File: config.mk
export PLATFORM = sky130hd
export DESIGN_NAME = rzn_back
export DESIGN_NICKNAME = d
export VERILOG_FILES = /design/src/rtl/rzn_pkg.sv /design/src/rtl/rzn_div.sv /design/src/rtl/rzn_back.sv
export VERILOG_INCLUDE_DIRS = /design/src /design/src/rtl
export SDC_FILE = /design/constraint.sdc
export NUM_CORES = 2
export LEC_CHECK = 0
export CAP_MARGIN = 5
export CELL_PAD_IN_SITES_DETAIL_PLACEMENT = 1
export CELL_PAD_IN_SITES_GLOBAL_PLACEMENT = 2
export CORE_AREA = 2 2 420 422
export DETAILED_ROUTE_END_ITERATION = 16
export DIE_AREA = 0 0 422 424
export DONT_BUFFER_PORTS = 1
export PLACE_DENSITY = 0.59
export SYNTH_ARGS = -nofsm -noshare
export SYNTH_HDL_FRONTEND = slang
export SYNTH_SLANG_ARGS = --single-unit
File: constraint.sdc
create_clock -name i_clk -period 15.6 [get_ports i_clk]
set_clock_uncertainty 0.1 [all_clocks]
set_input_delay 3.12 -clock i_clk [delete_from_list [all_inputs] [get_ports i_clk]]
set_output_delay 3.12 -clock i_clk [all_outputs]
set_load 0.02 [all_outputs]
File: src/rtl/row_zscore_normalizer_assert.svh
// Assertion macros for the row z-score normalizer back end (rzn_back).
// Needs a clock named i_clk and an active-low reset named i_rst_n in scope.
`ifndef ROW_ZSCORE_NORMALIZER_ASSERT_SVH
`define ROW_ZSCORE_NORMALIZER_ASSERT_SVH

// Same-cycle implication, checked outside reset.
`define RZN_ASSERT_NOW(lbl, ante, cons, msg) \
    lbl: assert property (@(posedge i_clk) disable iff (!i_rst_n) (ante) |-> (cons)) \
        else $error(msg);

// Next-cycle implication, checked outside reset.
`define RZN_ASSERT_NEXT(lbl, ante, cons, msg) \
    lbl: assert property (@(posedge i_clk) disable iff (!i_rst_n) (ante) |=> (cons)) \
        else $error(msg);

`endif

File: src/rtl/rzn_pkg.sv
// Shared constants for the row z-score normalizer.
// No dependencies.
package rzn_pkg;

    localparam int unsigned CFG_W    = 7;         // row_length register width
    localparam logic [6:0]  CFG_RST  = 7'd64;     // row_length after reset
    localparam int unsigned NORM_W   = 16;        // Q4.12 result width
    localparam int unsigned DIG_BITS = 4;         // quotient bits per divider cycle
    localparam int unsigned QZ_BITS  = 16;        // quotient bits of a normalized value

endpackage

File: src/rtl/rzn_div.sv
// Restoring divider, DIG_BITS quotient bits per cycle, operands pre-aligned.
// Depends on rzn_pkg.
module rzn_div
    import rzn_pkg::*;
#(
    parameter int RW = 19,
    parameter int QW = 32,
    parameter int CW = 4
) (
    input  logic          i_clk,
    input  logic          i_rst_n,
    input  logic          i_start,
    input  logic [RW-1:0] i_rem,
    input  logic [QW-1:0] i_bits,
    input  logic [RW-2:0] i_den,
    input  logic [CW-1:0] i_digits,
    output logic          o_done,
    output logic [QW-1:0] o_quo
);

    logic [RW-1:0] r_rem, n_rem;
    logic [RW-2:0] r_den;
    logic [QW-1:0] r_bits, n_bits;
    logic [QW-1:0] r_quo, n_quo;
    logic [CW-1:0] r_cnt;
    logic          r_busy;
    logic          r_done;

    // Partial remainder stays below the divisor, so its top bit is free to shift.
    always_comb begin
        n_rem  = r_rem;
        n_bits = r_bits;
        n_quo  = r_quo;
        for (int j = 0; j < DIG_BITS; j++) begin
            n_rem  = {n_rem[RW-2:0], n_bits[QW-1]};
            n_bits = {n_bits[QW-2:0], 1'b0};
            if (n_rem >= {1'b0, r_den}) begin
                n_rem = n_rem - {1'b0, r_den};
                n_quo = {n_quo[QW-2:0], 1'b1};
            end else begin
                n_quo = {n_quo[QW-2:0], 1'b0};
            end
        end
    end

    always_ff @(posedge i_clk) begin
        if (!i_rst_n) begin
            r_busy <= 1'b0;
            r_done <= 1'b0;
            r_cnt  <= '0;
        end else begin
            r_done <= 1'b0;
            if (i_start) begin
                r_busy <= 1'b1;
                r_cnt  <= i_digits;
            end else if (r_busy) begin
                r_cnt <= r_cnt - 1'b1;
                if (r_cnt == CW'(1)) begin
                    r_busy <= 1'b0;
                    r_done <= 1'b1;
                end
            end
        end
    end

    always_ff @(posedge i_clk) begin
        if (i_start) begin
            r_rem  <= i_rem;
            r_bits <= i_bits;
            r_den  <= i_den;
            r_quo  <= '0;
        end else if (r_busy) begin
            r_rem  <= n_rem;
            r_bits <= n_bits;
            r_quo  <= n_quo;
        end
    end

    assign o_done = r_done;
    assign o_quo  = r_quo;

endmodule

File: src/rtl/rzn_back.sv
// Back end: mean, variance and square root per row, then one rounded
// (x - mean) / std per stored sample. Depends on rzn_pkg, rzn_div and the macro header.
`include "row_zscore_normalizer_assert.svh"
module rzn_back
    import rzn_pkg::*;
#(
    parameter int ROW_MAX     = 64,
    parameter int SAMPLE_BITS = 16
) (
    input  logic                                  i_clk,
    input  logic                                  i_rst_n,
    input  logic                                  i_empty,
    input  logic [1+$clog2(ROW_MAX+1)+3*SAMPLE_BITS+2*$clog2(ROW_MAX)-1:0] i_desc,
    output logic                                  o_pop,
    output logic [$clog2(ROW_MAX):0]              o_raddr,
    input  logic [SAMPLE_BITS-1:0]                i_rdata,
    output logic                                  o_row_done,
    input  logic                                  i_ready,
    output logic                                  o_valid,
    output logic signed [NORM_W-1:0]              o_norm_value,
    output logic                                  o_row_last,
    output logic                                  o_flat_row
);

    localparam int SB   = SAMPLE_BITS;
    localparam int LB   = $clog2(ROW_MAX);
    localparam int NB   = $clog2(ROW_MAX + 1);
    localparam int SUMW = SB + LB;
    localparam int SQW  = 2 * SB + LB;
    localparam int VW   = NB + SQW;
    localparam int VARW = 2 * SB;
    localparam int QM   = DIG_BITS * ((SB + DIG_BITS - 1) / DIG_BITS);
    localparam int QV   = DIG_BITS * ((VARW + DIG_BITS - 1) / DIG_BITS);
    localparam int QW   = QV;
    localparam int DENW = (2 * NB > SB + 2) ? 2 * NB : SB + 2;
    localparam int RW   = DENW + 1;
    localparam int NUMW = VW + 16;
    localparam int CW   = $clog2(QV / DIG_BITS + 1);

    localparam logic [3:0] S_IDLE  = 4'd0;
    localparam logic [3:0] S_MUL   = 4'd1;
    localparam logic [3:0] S_MEANW = 4'd2;
    localparam logic [3:0] S_VAR   = 4'd3;
    localparam logic [3:0] S_VARW  = 4'd4;
    localparam logic [3:0] S_SQRT  = 4'd5;
    localparam logic [3:0] S_RD    = 4'd6;
    localparam logic [3:0] S_ZCALC = 4'd7;
    localparam logic [3:0] S_ZW    = 4'd8;
    localparam logic [3:0] S_PUT   = 4'd9;

    localparam logic signed [NORM_W-1:0] Z_MAX = {1'b0, {(NORM_W-1){1'b1}}};
    localparam logic signed [NORM_W-1:0] Z_MIN = {1'b1, {(NORM_W-1){1'b0}}};

    logic [3:0]             r_state;
    logic                   r_bank;
    logic [NB-1:0]          r_n;
    logic signed [SUMW-1:0] r_sum;
    logic [SQW-1:0]         r_sq;
    logic [VW-1:0]          r_nq;
    logic [VW-1:0]          r_s2;
    logic [VW-1:0]          r_v;
    logic signed [SB-1:0]   r_mean;
    logic [VARW-1:0]        r_rad, r_res, r_bit;
    logic [VARW-1:0]        n_rad, n_res, n_bit;
    logic [SB-1:0]          r_std;
    logic [NB-1:0]          r_k;
    logic                   r_neg;
    logic signed [NORM_W-1:0] r_z;
    logic                   r_ovalid;
    logic signed [NORM_W-1:0] r_onorm;
    logic                   r_olast;
    logic                   r_oflat;

    logic                   d_bank;
    logic [NB-1:0]          d_n;
    logic signed [SUMW-1:0] d_sum;
    logic [SQW-1:0]         d_sq;
    logic [SUMW-1:0]        abs_sum;
    logic signed [SB:0]     diff;
    logic [SB:0]            abs_diff;
    logic [NUMW-1:0]        z_num;
    logic                   z_sat;
    logic                   flat;
    logic                   slot_free;
    logic                   put_last;
    logic [SB-1:0]          mean_mag;
    logic [QZ_BITS-1:0]     z_mag;

    logic                   dv_start;
    logic [NUMW-1:0]        dv_num;
    logic [RW-1:0]          dv_rem;
    logic [QW-1:0]          dv_bits;
    logic [DENW-1:0]        dv_den;
    logic [CW-1:0]          dv_digits;
    logic                   dv_done;
    logic [QW-1:0]          dv_quo;

    assign {d_bank, d_n, d_sum, d_sq} = i_desc;

    assign abs_sum  = r_sum[SUMW-1] ? SUMW'(-r_sum) : SUMW'(r_sum);
    assign diff     = $signed({i_rdata[SB-1], i_rdata}) - $signed({r_mean[SB-1], r_mean});
    assign abs_diff = diff[SB] ? (SB+1)'(-diff) : (SB+1)'(diff);
    assign z_num    = (NUMW'(abs_diff) << 13) + NUMW'(r_std);
    assign z_sat    = (z_num >= (NUMW'(r_std) << 16));
    assign flat     = (r_std == '0);
    assign slot_free = !r_ovalid || i_ready;
    assign put_last = (r_state == S_PUT) && slot_free && (r_k + 1'b1 == r_n);
    assign mean_mag = dv_quo[SB-1:0];
    assign z_mag    = dv_quo[QZ_BITS-1:0];

    // Operand alignment per division: the remainder takes the bits above the
    // quotient field, the rest is shifted in from the top.
    always_comb begin
        dv_start  = 1'b0;
        dv_num    = '0;
        dv_den    = '0;
        dv_rem    = '0;
        dv_bits   = '0;
        dv_digits = '0;
        unique case (r_state)
            S_MUL: begin
                dv_start  = 1'b1;
                dv_num    = (NUMW'(abs_sum) << 1) + NUMW'(r_n);
                dv_den    = DENW'({r_n, 1'b0});
                dv_rem    = RW'(dv_num >> QM);
                dv_bits   = QW'(dv_num << (QW - QM));
                dv_digits = CW'(QM / DIG_BITS);
            end
            S_VAR: begin
                dv_start  = 1'b1;
                dv_num    = NUMW'(r_v);
                dv_den    = DENW'(r_n) * DENW'(r_n);
                dv_rem    = RW'(dv_num >> QV);
                dv_bits   = QW'(dv_num << (QW - QV));
                dv_digits = CW'(QV / DIG_BITS);
            end
            S_ZCALC: begin
                dv_start  = !flat && !z_sat;
                dv_num    = z_num;
                dv_den    = DENW'({r_std, 1'b0});
                dv_rem    = RW'(dv_num >> QZ_BITS);
                dv_bits   = QW'(dv_num << (QW - QZ_BITS));
                dv_digits = CW'(QZ_BITS / DIG_BITS);
            end
            default: begin
                dv_start = 1'b0;
            end
        endcase
    end

    // One result bit of the square root per cycle.
    always_comb begin
        n_rad = r_rad;
        n_res = r_res >> 1;
        if (r_rad >= r_res + r_bit) begin
            n_rad = r_rad - (r_res + r_bit);
            n_res = (r_res >> 1) + r_bit;
        end
        n_bit = r_bit >> 2;
    end

    rzn_div #(
        .RW (RW),
        .QW (QW),
        .CW (CW)
    ) u_div (
        .i_clk    (i_clk),
        .i_rst_n  (i_rst_n),
        .i_start  (dv_start),
        .i_rem    (dv_rem),
        .i_bits   (dv_bits),
        .i_den    (dv_den),
        .i_digits (dv_digits),
        .o_done   (dv_done),
        .o_quo    (dv_quo)
    );

    always_ff @(posedge i_clk) begin
        if (!i_rst_n) begin
            r_state  <= S_IDLE;
            r_ovalid <= 1'b0;
            r_k      <= '0;
            r_std    <= '0;
            r_mean   <= '0;
        end else begin
            if (r_ovalid && i_ready) begin
                r_ovalid <= 1'b0;
            end
            unique case (r_state)
                S_IDLE: begin
                    if (!i_empty) begin
                        r_state <= S_MUL;
                    end
                end
                S_MUL: begin
                    r_state <= S_MEANW;
                end
                S_MEANW: begin
                    if (dv_done) begin
                        r_mean  <= r_sum[SUMW-1] ? SB'(-mean_mag) : SB'(mean_mag);
                        r_state <= S_VAR;
                    end
                end
                S_VAR: begin
                    r_state <= S_VARW;
                end
                S_VARW: begin
                    if (dv_done) begin
                        r_state <= S_SQRT;
                    end
                end
                S_SQRT: begin
                    if (n_bit == '0) begin
                        r_std   <= n_res[SB-1:0];
                        r_k     <= '0;
                        r_state <= S_RD;
                    end
                end
                S_RD: begin
                    r_state <= S_ZCALC;
                end
                S_ZCALC: begin
                    r_state <= (flat || z_sat) ? S_PUT : S_ZW;
                end
                S_ZW: begin
                    if (dv_done) begin
                        r_state <= S_PUT;
                    end
                end
                S_PUT: begin
                    if (slot_free) begin
                        r_ovalid <= 1'b1;
                        if (put_last) begin
                            r_state <= S_IDLE;
                        end else begin
                            r_k     <= r_k + 1'b1;
                            r_state <= S_RD;
                        end
                    end
                end
                default: begin
                    r_state <= S_IDLE;
                end
            endcase
        end
    end

    // Datapath registers, no reset needed.
    always_ff @(posedge i_clk) begin
        if (o_pop) begin
            r_bank <= d_bank;
            r_n    <= d_n;
            r_sum  <= d_sum;
            r_sq   <= d_sq;
        end
        if (r_state == S_MUL) begin
            r_s2 <= VW'(abs_sum) * VW'(abs_sum);
            r_nq <= VW'(r_n) * VW'(r_sq);
        end
        if (r_state == S_MEANW) begin
            r_v <= r_nq - r_s2;
        end
        if ((r_state == S_VARW) && dv_done) begin
            r_rad <= dv_quo[VARW-1:0];
            r_res <= '0;
            r_bit <= VARW'(1) << (VARW - 2);
        end
        if (r_state == S_SQRT) begin
            r_rad <= n_rad;
            r_res <= n_res;
            r_bit <= n_bit;
        end
        if (r_state == S_ZCALC) begin
            r_neg <= diff[SB];
            if (flat) begin
                r_z <= '0;
            end else if (z_sat) begin
                r_z <= diff[SB] ? Z_MIN : Z_MAX;
            end
        end
        if ((r_state == S_ZW) && dv_done) begin
            r_z <= r_neg ? NORM_W'(-z_mag) : NORM_W'(z_mag);
        end
        if ((r_state == S_PUT) && slot_free) begin
            r_onorm <= r_z;
            r_olast <= put_last;
            r_oflat <= flat;
        end
    end

    assign o_pop        = (r_state == S_IDLE) && !i_empty;
    assign o_raddr      = {r_bank, r_k[LB-1:0]};
    assign o_row_done   = put_last;
    assign o_valid      = r_ovalid;
    assign o_norm_value = r_onorm;
    assign o_row_last   = r_olast;
    assign o_flat_row   = r_oflat;

    `RZN_ASSERT_NOW(a_flat_zero, r_ovalid && r_oflat, r_onorm == '0, "flat row gave nonzero value")
    `RZN_ASSERT_NEXT(a_last_idle, put_last, (r_state == S_IDLE) && r_ovalid && r_olast, "row end not taken")
    `RZN_ASSERT_NOW(a_k_range, r_state == S_ZCALC, r_k < r_n, "sample index past row end")

endmodule

Yosys cells after proc, flatten, opt, wreduce, memory -nomap -nowiden. Index checks and enable logic that the tools add are counted.

Add/sub/neg operators: 16. Multiply operators: 3. $lt $le $gt $ge: 6. Eq/ne operators: 19. Multiplexer cells: 56. Bitwise logic cells: 2. Reduce and logical (&&, ||, !) cells: 30.

Operators by type and width (count): 2-to-1 mux 32 bit (8); 2-to-1 mux 16 bit (7); 2-to-1 mux 18 bit (6); one-hot mux 32 bit (3 select lines) (1); greater-or-equal comparator 19 x 18 -> 1 bit (4); subtractor 18 bit (4); 2-to-1 mux 29 bit (2); one-hot mux 17 bit (3 select lines) (1); multiplier 7 x 38 -> 45 bit (1); one-hot mux 15 bit (3 select lines) (1); subtractor 45 x 44 -> 45 bit (1); multiplier 22 x 22 -> 44 bit (1); one-hot mux 4 bit (10 select lines) (1); adder 31 x 31 -> 32 bit (1); adder 32 x 31 -> 32 bit (1); greater-or-equal comparator 31 x 32 -> 1 bit (1); greater-or-equal comparator 32 bit (1); logical NOT 32 bit (1); 2-to-1 mux 4 bit (8); subtractor 32 bit (1); adder 30 x 16 -> 31 bit (1); adder 23 x 7 -> 24 bit (1); 2-to-1 mux 22 bit (1); negation 22 bit (1); 33 further kinds (76).

Register bits: 467. Output and inout port bits: 28.

Logic depth before layout (Yosys ltp).
Depth after elaboration: 10. Gate-level depth with buffers: 49. Gate-level depth less buffers: 44.

Modules after synthesis. From an unflattened synthesis, not the netlist that was laid out.

Cell total of the unflattened synthesis: 5648. Area total of the unflattened synthesis: 53242.3 µm².

By module, submodules not included: rzn_back (times used 1, cells an instance 4764, area each 44682.9 µm², sequential area each 10359.9 µm²); rzn_div (times used 1, cells an instance 884, area each 8559.5 µm², sequential area each 2802.7 µm²).

Worst setup path after synthesis. No wires, ideal clock.

Path type: input -> output. From: in i_empty. To: out o_pop. Arrival time: 10.167 ns. Path slack: 2.213 ns. Stages on the path: 1. Path buffers: 0. Path through: nor4_1.

Cells in the longest elaborated chain, start to end: 2.

RTL lines: start: declaration (line rzn_back.sv:12) `input logic i_empty,`; logical NOT 1 bit (line rzn_back.sv:291) `assign o_pop = (r_state == S_IDLE) && !i_empty;`; logical AND 1 bit (line rzn_back.sv:291); end: declaration (line rzn_back.sv:14) `output logic o_pop,`.

No other way between the ends.

Worst setup path in the final report.
From: reg u_div.r_den[1]. To: reg u_div.r_rem[10] (data pin).

Cells in the longest elaborated chain, start to end: 10. Elaborated cells between the ends (all ways): 14. Those cells by class: 4 x add/sub; 4 x order compare; 6 x mux.

RTL lines: start: declaration (line rzn_div.sv:22) `logic [RW-2:0] r_den;`; start signal: assignment (line rzn_div.sv:70) `r_den <= i_den;`; subtractor 18 bit or greater-or-equal comparator 19 x 18 -> 1 bit (tied branches) (line rzn_div.sv:38, rzn_div.sv:37); 2-to-1 mux 18 bit (line rzn_div.sv:37) `if (n_rem >= {1'b0, r_den}) begin`; subtractor 18 bit or greater-or-equal comparator 19 x 18 -> 1 bit (tied branches) (line rzn_div.sv:38, rzn_div.sv:37); 2-to-1 mux 18 bit (line rzn_div.sv:37); subtractor 18 bit or greater-or-equal comparator 19 x 18 -> 1 bit (tied branches) (line rzn_div.sv:38, rzn_div.sv:37); 2-to-1 mux 18 bit (line rzn_div.sv:37); subtractor 18 bit or greater-or-equal comparator 19 x 18 -> 1 bit (tied branches) (line rzn_div.sv:38, rzn_div.sv:37); 2-to-1 mux 18 bit * (line rzn_div.sv:37); 2-to-1 mux 18 bit * (line rzn_div.sv:72) `end else if (r_busy) begin`; 2-to-1 mux 18 bit * (line rzn_div.sv:67) `if (i_start) begin`; end signal: assignment (line rzn_div.sv:68) `r_rem <= i_rem;`; end signal: assignment (line rzn_div.sv:73) `r_rem <= n_rem;`; end: declaration (line rzn_div.sv:21) `logic [RW-1:0] r_rem, n_rem;`.

Every way passes the cells marked *; elsewhere a longest branch is shown, timed or not. The select of a mux whose other input is x is not followed. A chain may end at the register's enable or synchronous reset.

==> run_results.csv <==
group,metric,value,unit
sta,max_slew.worst_pin.slew,1.28,ns
final_layout,final_cell_mix,"784 x inv_1, 582 x nand2_1, 549 x fa_1",
sta,report.final.slew_viol_count,0,
hold_path,worstHoldStart,"r_z[1]$_DFFE_PP_",
placed_design,io_buffers,0,
final_layout,fin_cells,7848,
clock_network,cts-root-buf,"clkbuf_16",
clock_network,cts_resized,0,
critical_path,critPathSlowestCell,"edfxtp_1",
yosys,yosysTopAreaCell,"edfxtp_1",
clock_network,clk_latency,0.68,ns
clock_network,cts_hold_buf,0,
global_routing,grtUsageMet3,1.85,%
die,fp.coreArea,0.175,mm^2
sta,max_freq,84.3,MHz
critical_path,cp-start-kind,"register",
global_routing,antenna_found_initial,7,
yosys,yosys-top-cells-area,"edfxtp_1 22%, fa_1 21%, ha_1 11%",
die,start_util,29.7,%
hold_path,hold_end,"o_norm_value[1]$_DFFE_PP_",
global_routing,grt_usage,18.4,%
critical_path,r2r_cells,44,
critical_path,worst_path_largest_cell_delay,0.45,ns
clock_network,h-tree-depth,3,
critical_path,crit_buf_inv,5,
yosys,yosys_warnings,0,
yosys,synth-seq-cells,465,
placed_design,placed_cells,7726,
drt,drt_iter0_drc,1860,
drt,wl_per_cell,20.8,um
final_layout,syn_to_final_growth,10.1,%
yosys,synth_top_area_share,22.1,%
sta,rsz0062_at_grt,"no",
yosys,yosysUniqueCellTypes,112,
placed_design,place_congestion,0.840,
sta,finalCriticalPeriod,11.87,ns
drt,routed_wl,163000,um
global_routing,grt.busiest_layer,"met2",
global_routing,grt_overflow_total,0,
die,die_h,424,um
critical_path,crit_fanout,23,
global_routing,grt_pass1_vias,42239,
critical_path,rrSetupSlack,3.73,ns
clock_network,path_clk_slew,0.06,ns
die,core.rowCount,154,
placed_design,dp_hpwl,129000,um
yosys,synthCells,5489,
sta,fin_setup_tns,0,ns
drt,drc,0,
sta,setup_slack,3.73,ns
clock_network,clockBufferDepth,3,
hold_path,hold_class,"reg -> reg",
drt,vias,38458,
critical_path,r2r-start,"u_div.r_den[1]$_DFFE_PP_",
final_layout,layout.nets,6556,
final_layout,drive_gt1_share,5.21,%
drt,via_per_inst,4.90,
critical_path,r2r-end,"u_div.r_rem[10]$_DFFE_PP_",
die,io_pins,116,
drt,final_antenna_net_count,0,
sta,finalHoldViolations,0,
clock_network,clock_sinks,465,
sta,post-route-period-util,76.1,%
critical_path,critical_path_class,"reg -> reg",
yosys,synth_edf_count,382,
global_routing,grt_max_degree,85,
die,dieWidth,422,um
sta,timing.slew.headroom,14.4,%
sta,setup_violations,0,
clock_network,numCtsBuffers,67,
placed_design,dp_slack,3.76,ns
die,dieArea,0.179,mm^2
global_routing,use_met1,23.7,%
yosys,yosysSeqAreaShare,25.3,%
clock_network,post_cts_buffers,0,
final_layout,final_common_cell,"inv_1",
critical_path,startpoint,"u_div.r_den[1]$_DFFE_PP_",
run_status,status,"complete, no violations",
yosys,synth_area,0.0519,mm^2
critical_path,end_kind,"register",
critical_path,crit_required,15.89,ns
critical_path,arrival,12.16,ns
yosys,avgSynthCellArea,9.46,um^2
global_routing,gr-usage-met2,33.0,%
yosys,synth_flop_cell,"edfxtp_1",
critical_path,cpMostUsedCell,"o21ai_0",
clock_network,cts_tree,"yes",
critical_path,cp_top_family,"compound AO/OA/AOI/OAI gates",
yosys,async_flop_share,0,%
drt,first_pass_iters,5,
hold_path,min_path_cells,0,
global_routing,grt_first_pass_wirelength,256000,um
job,drv_cap,0,
-- worst max path at each step --
stage / end / slack, ns / cells past startpoint
after detailed placement: u_div.r_rem[10]$_DFFE_PP_ / 3.76 / 44
after floorplan: o_pop / 2.21 / 1
final: u_div.r_rem[10]$_DFFE_PP_ / 3.73 / 44
after global placement: u_div.r_rem[10]$_DFFE_PP_ / 3.99 / 44
after CTS: u_div.r_rem[10]$_DFFE_PP_ / 3.69 / 44
after global routing: u_div.r_rem[10]$_DFFE_PP_ / 2.54 / 44
-- worst reg2reg max path, delay by kind of cell (launching register included) --
family / cells / cell delay, ns
fa+ha+maj: 4 / 1.20
flops: 1 / 0.45
mux: 1 / 0.43
buf+inv: 5 / 0.99
simple gates: 8 / 1.41
compound gates: 26 / 7.04
-- cells by family (layout without fill, tap and decap cells) --
kind of cell    after synthesis  count (layout)  synth area share (%)
compound gates             1044            1044                  13.3
xor+xnor                    383             383                  6.47
fa+ha+maj                  1014            1014                  32.4
buf+inv                     980             978                  7.21
flops                       465             465                  25.3
mux                          96              96                  1.93
other cells                   2              23                0.0145
simple gates               1505            1505                  13.4
-- synthesized netlist by cell type (9+ instances only) --
cell type and number:
inv_1 785, nand2_1 583, fa_1 549, ha_1 464
nor2_1 408, edfxtp_1 382, a21oi_1 265, xnor2_1 238
o21ai_0 230, clkbuf_1 162, a21o_1 146, xor2_1 144
and2_1 106, dfxtp_1 83, mux2i_1 72, nor2b_1 60
nand3_1 52, nor3_1 49, a31oi_1 48, nand2b_1 48
and3_1 45, o21a_1 41, o21bai_1 38, nand4_1 37
or3_1 32, a211oi_1 27, mux2_2 23, o211a_1 22
o31ai_1 19, a22o_1 17, nor4_1 17, o21ai_1 16
a211o_1 12, or2_2 12, a221oi_1 10, a31o_2 10
and4_1 10, buf_1 10, o211ai_1 10, o22ai_1 10
a21boi_0 9, a22oi_1 9, nor3b_1 9, o41ai_1 9
-- final cells by class --
class / count / area (um^2)
antenna: 3 / 7.51
inverter: 790 / 2970
multi-input combinational: 4062 / 35300
timing repair buffer: 69 / 518
sequential: 465 / 13100
tap: 2340 / 2930
clock buffer: 92 / 1990
fill: 20078 / 118000
clock inverter: 27 / 310
-- registers in the layout (all words and copies together) (netlist names), 7 cells and up --
signal,flops
r_bit,16
r_sum,22
o_norm_value,16
u_div.r_den,17
r_res,32
r_z,16
u_div.r_rem,18
r_std,16
r_s2,43
r_mean,16
r_n,7
r_v,45
r_sq,38
r_rad,32
r_nq,45
r_k,7
u_div.o_quo,32
u_div.r_bits,32
-- metrics by stage --
| step | hold WS (ns) | cell area [um^2] | utilization [%] |
|---|---|---|---|
| after global placement | 0.305 | 54900 | 31.4 |
| final | 0.315 | 57200 | 32.7 |
| after floorplan | 0.300 | 52000 | - |
| after detailed placement | 0.305 | 54900 | 31.4 |
| after global routing | 0.327 | 57200 | 32.7 |
| after CTS | 0.319 | 57200 | 32.7 |
-- metal layers --
layer / share of wire [%] / vias to the layer above
met5: 0 / -
met4: 2.1 / 0
met3: 2.4 / 140
met2: 50 / 381
met1: 45 / 19581
li1: - / 18356
Power is left out: the tool's default activity adds up to more than one toggle a clock period on the data nets, which glitch-free logic cannot reach.
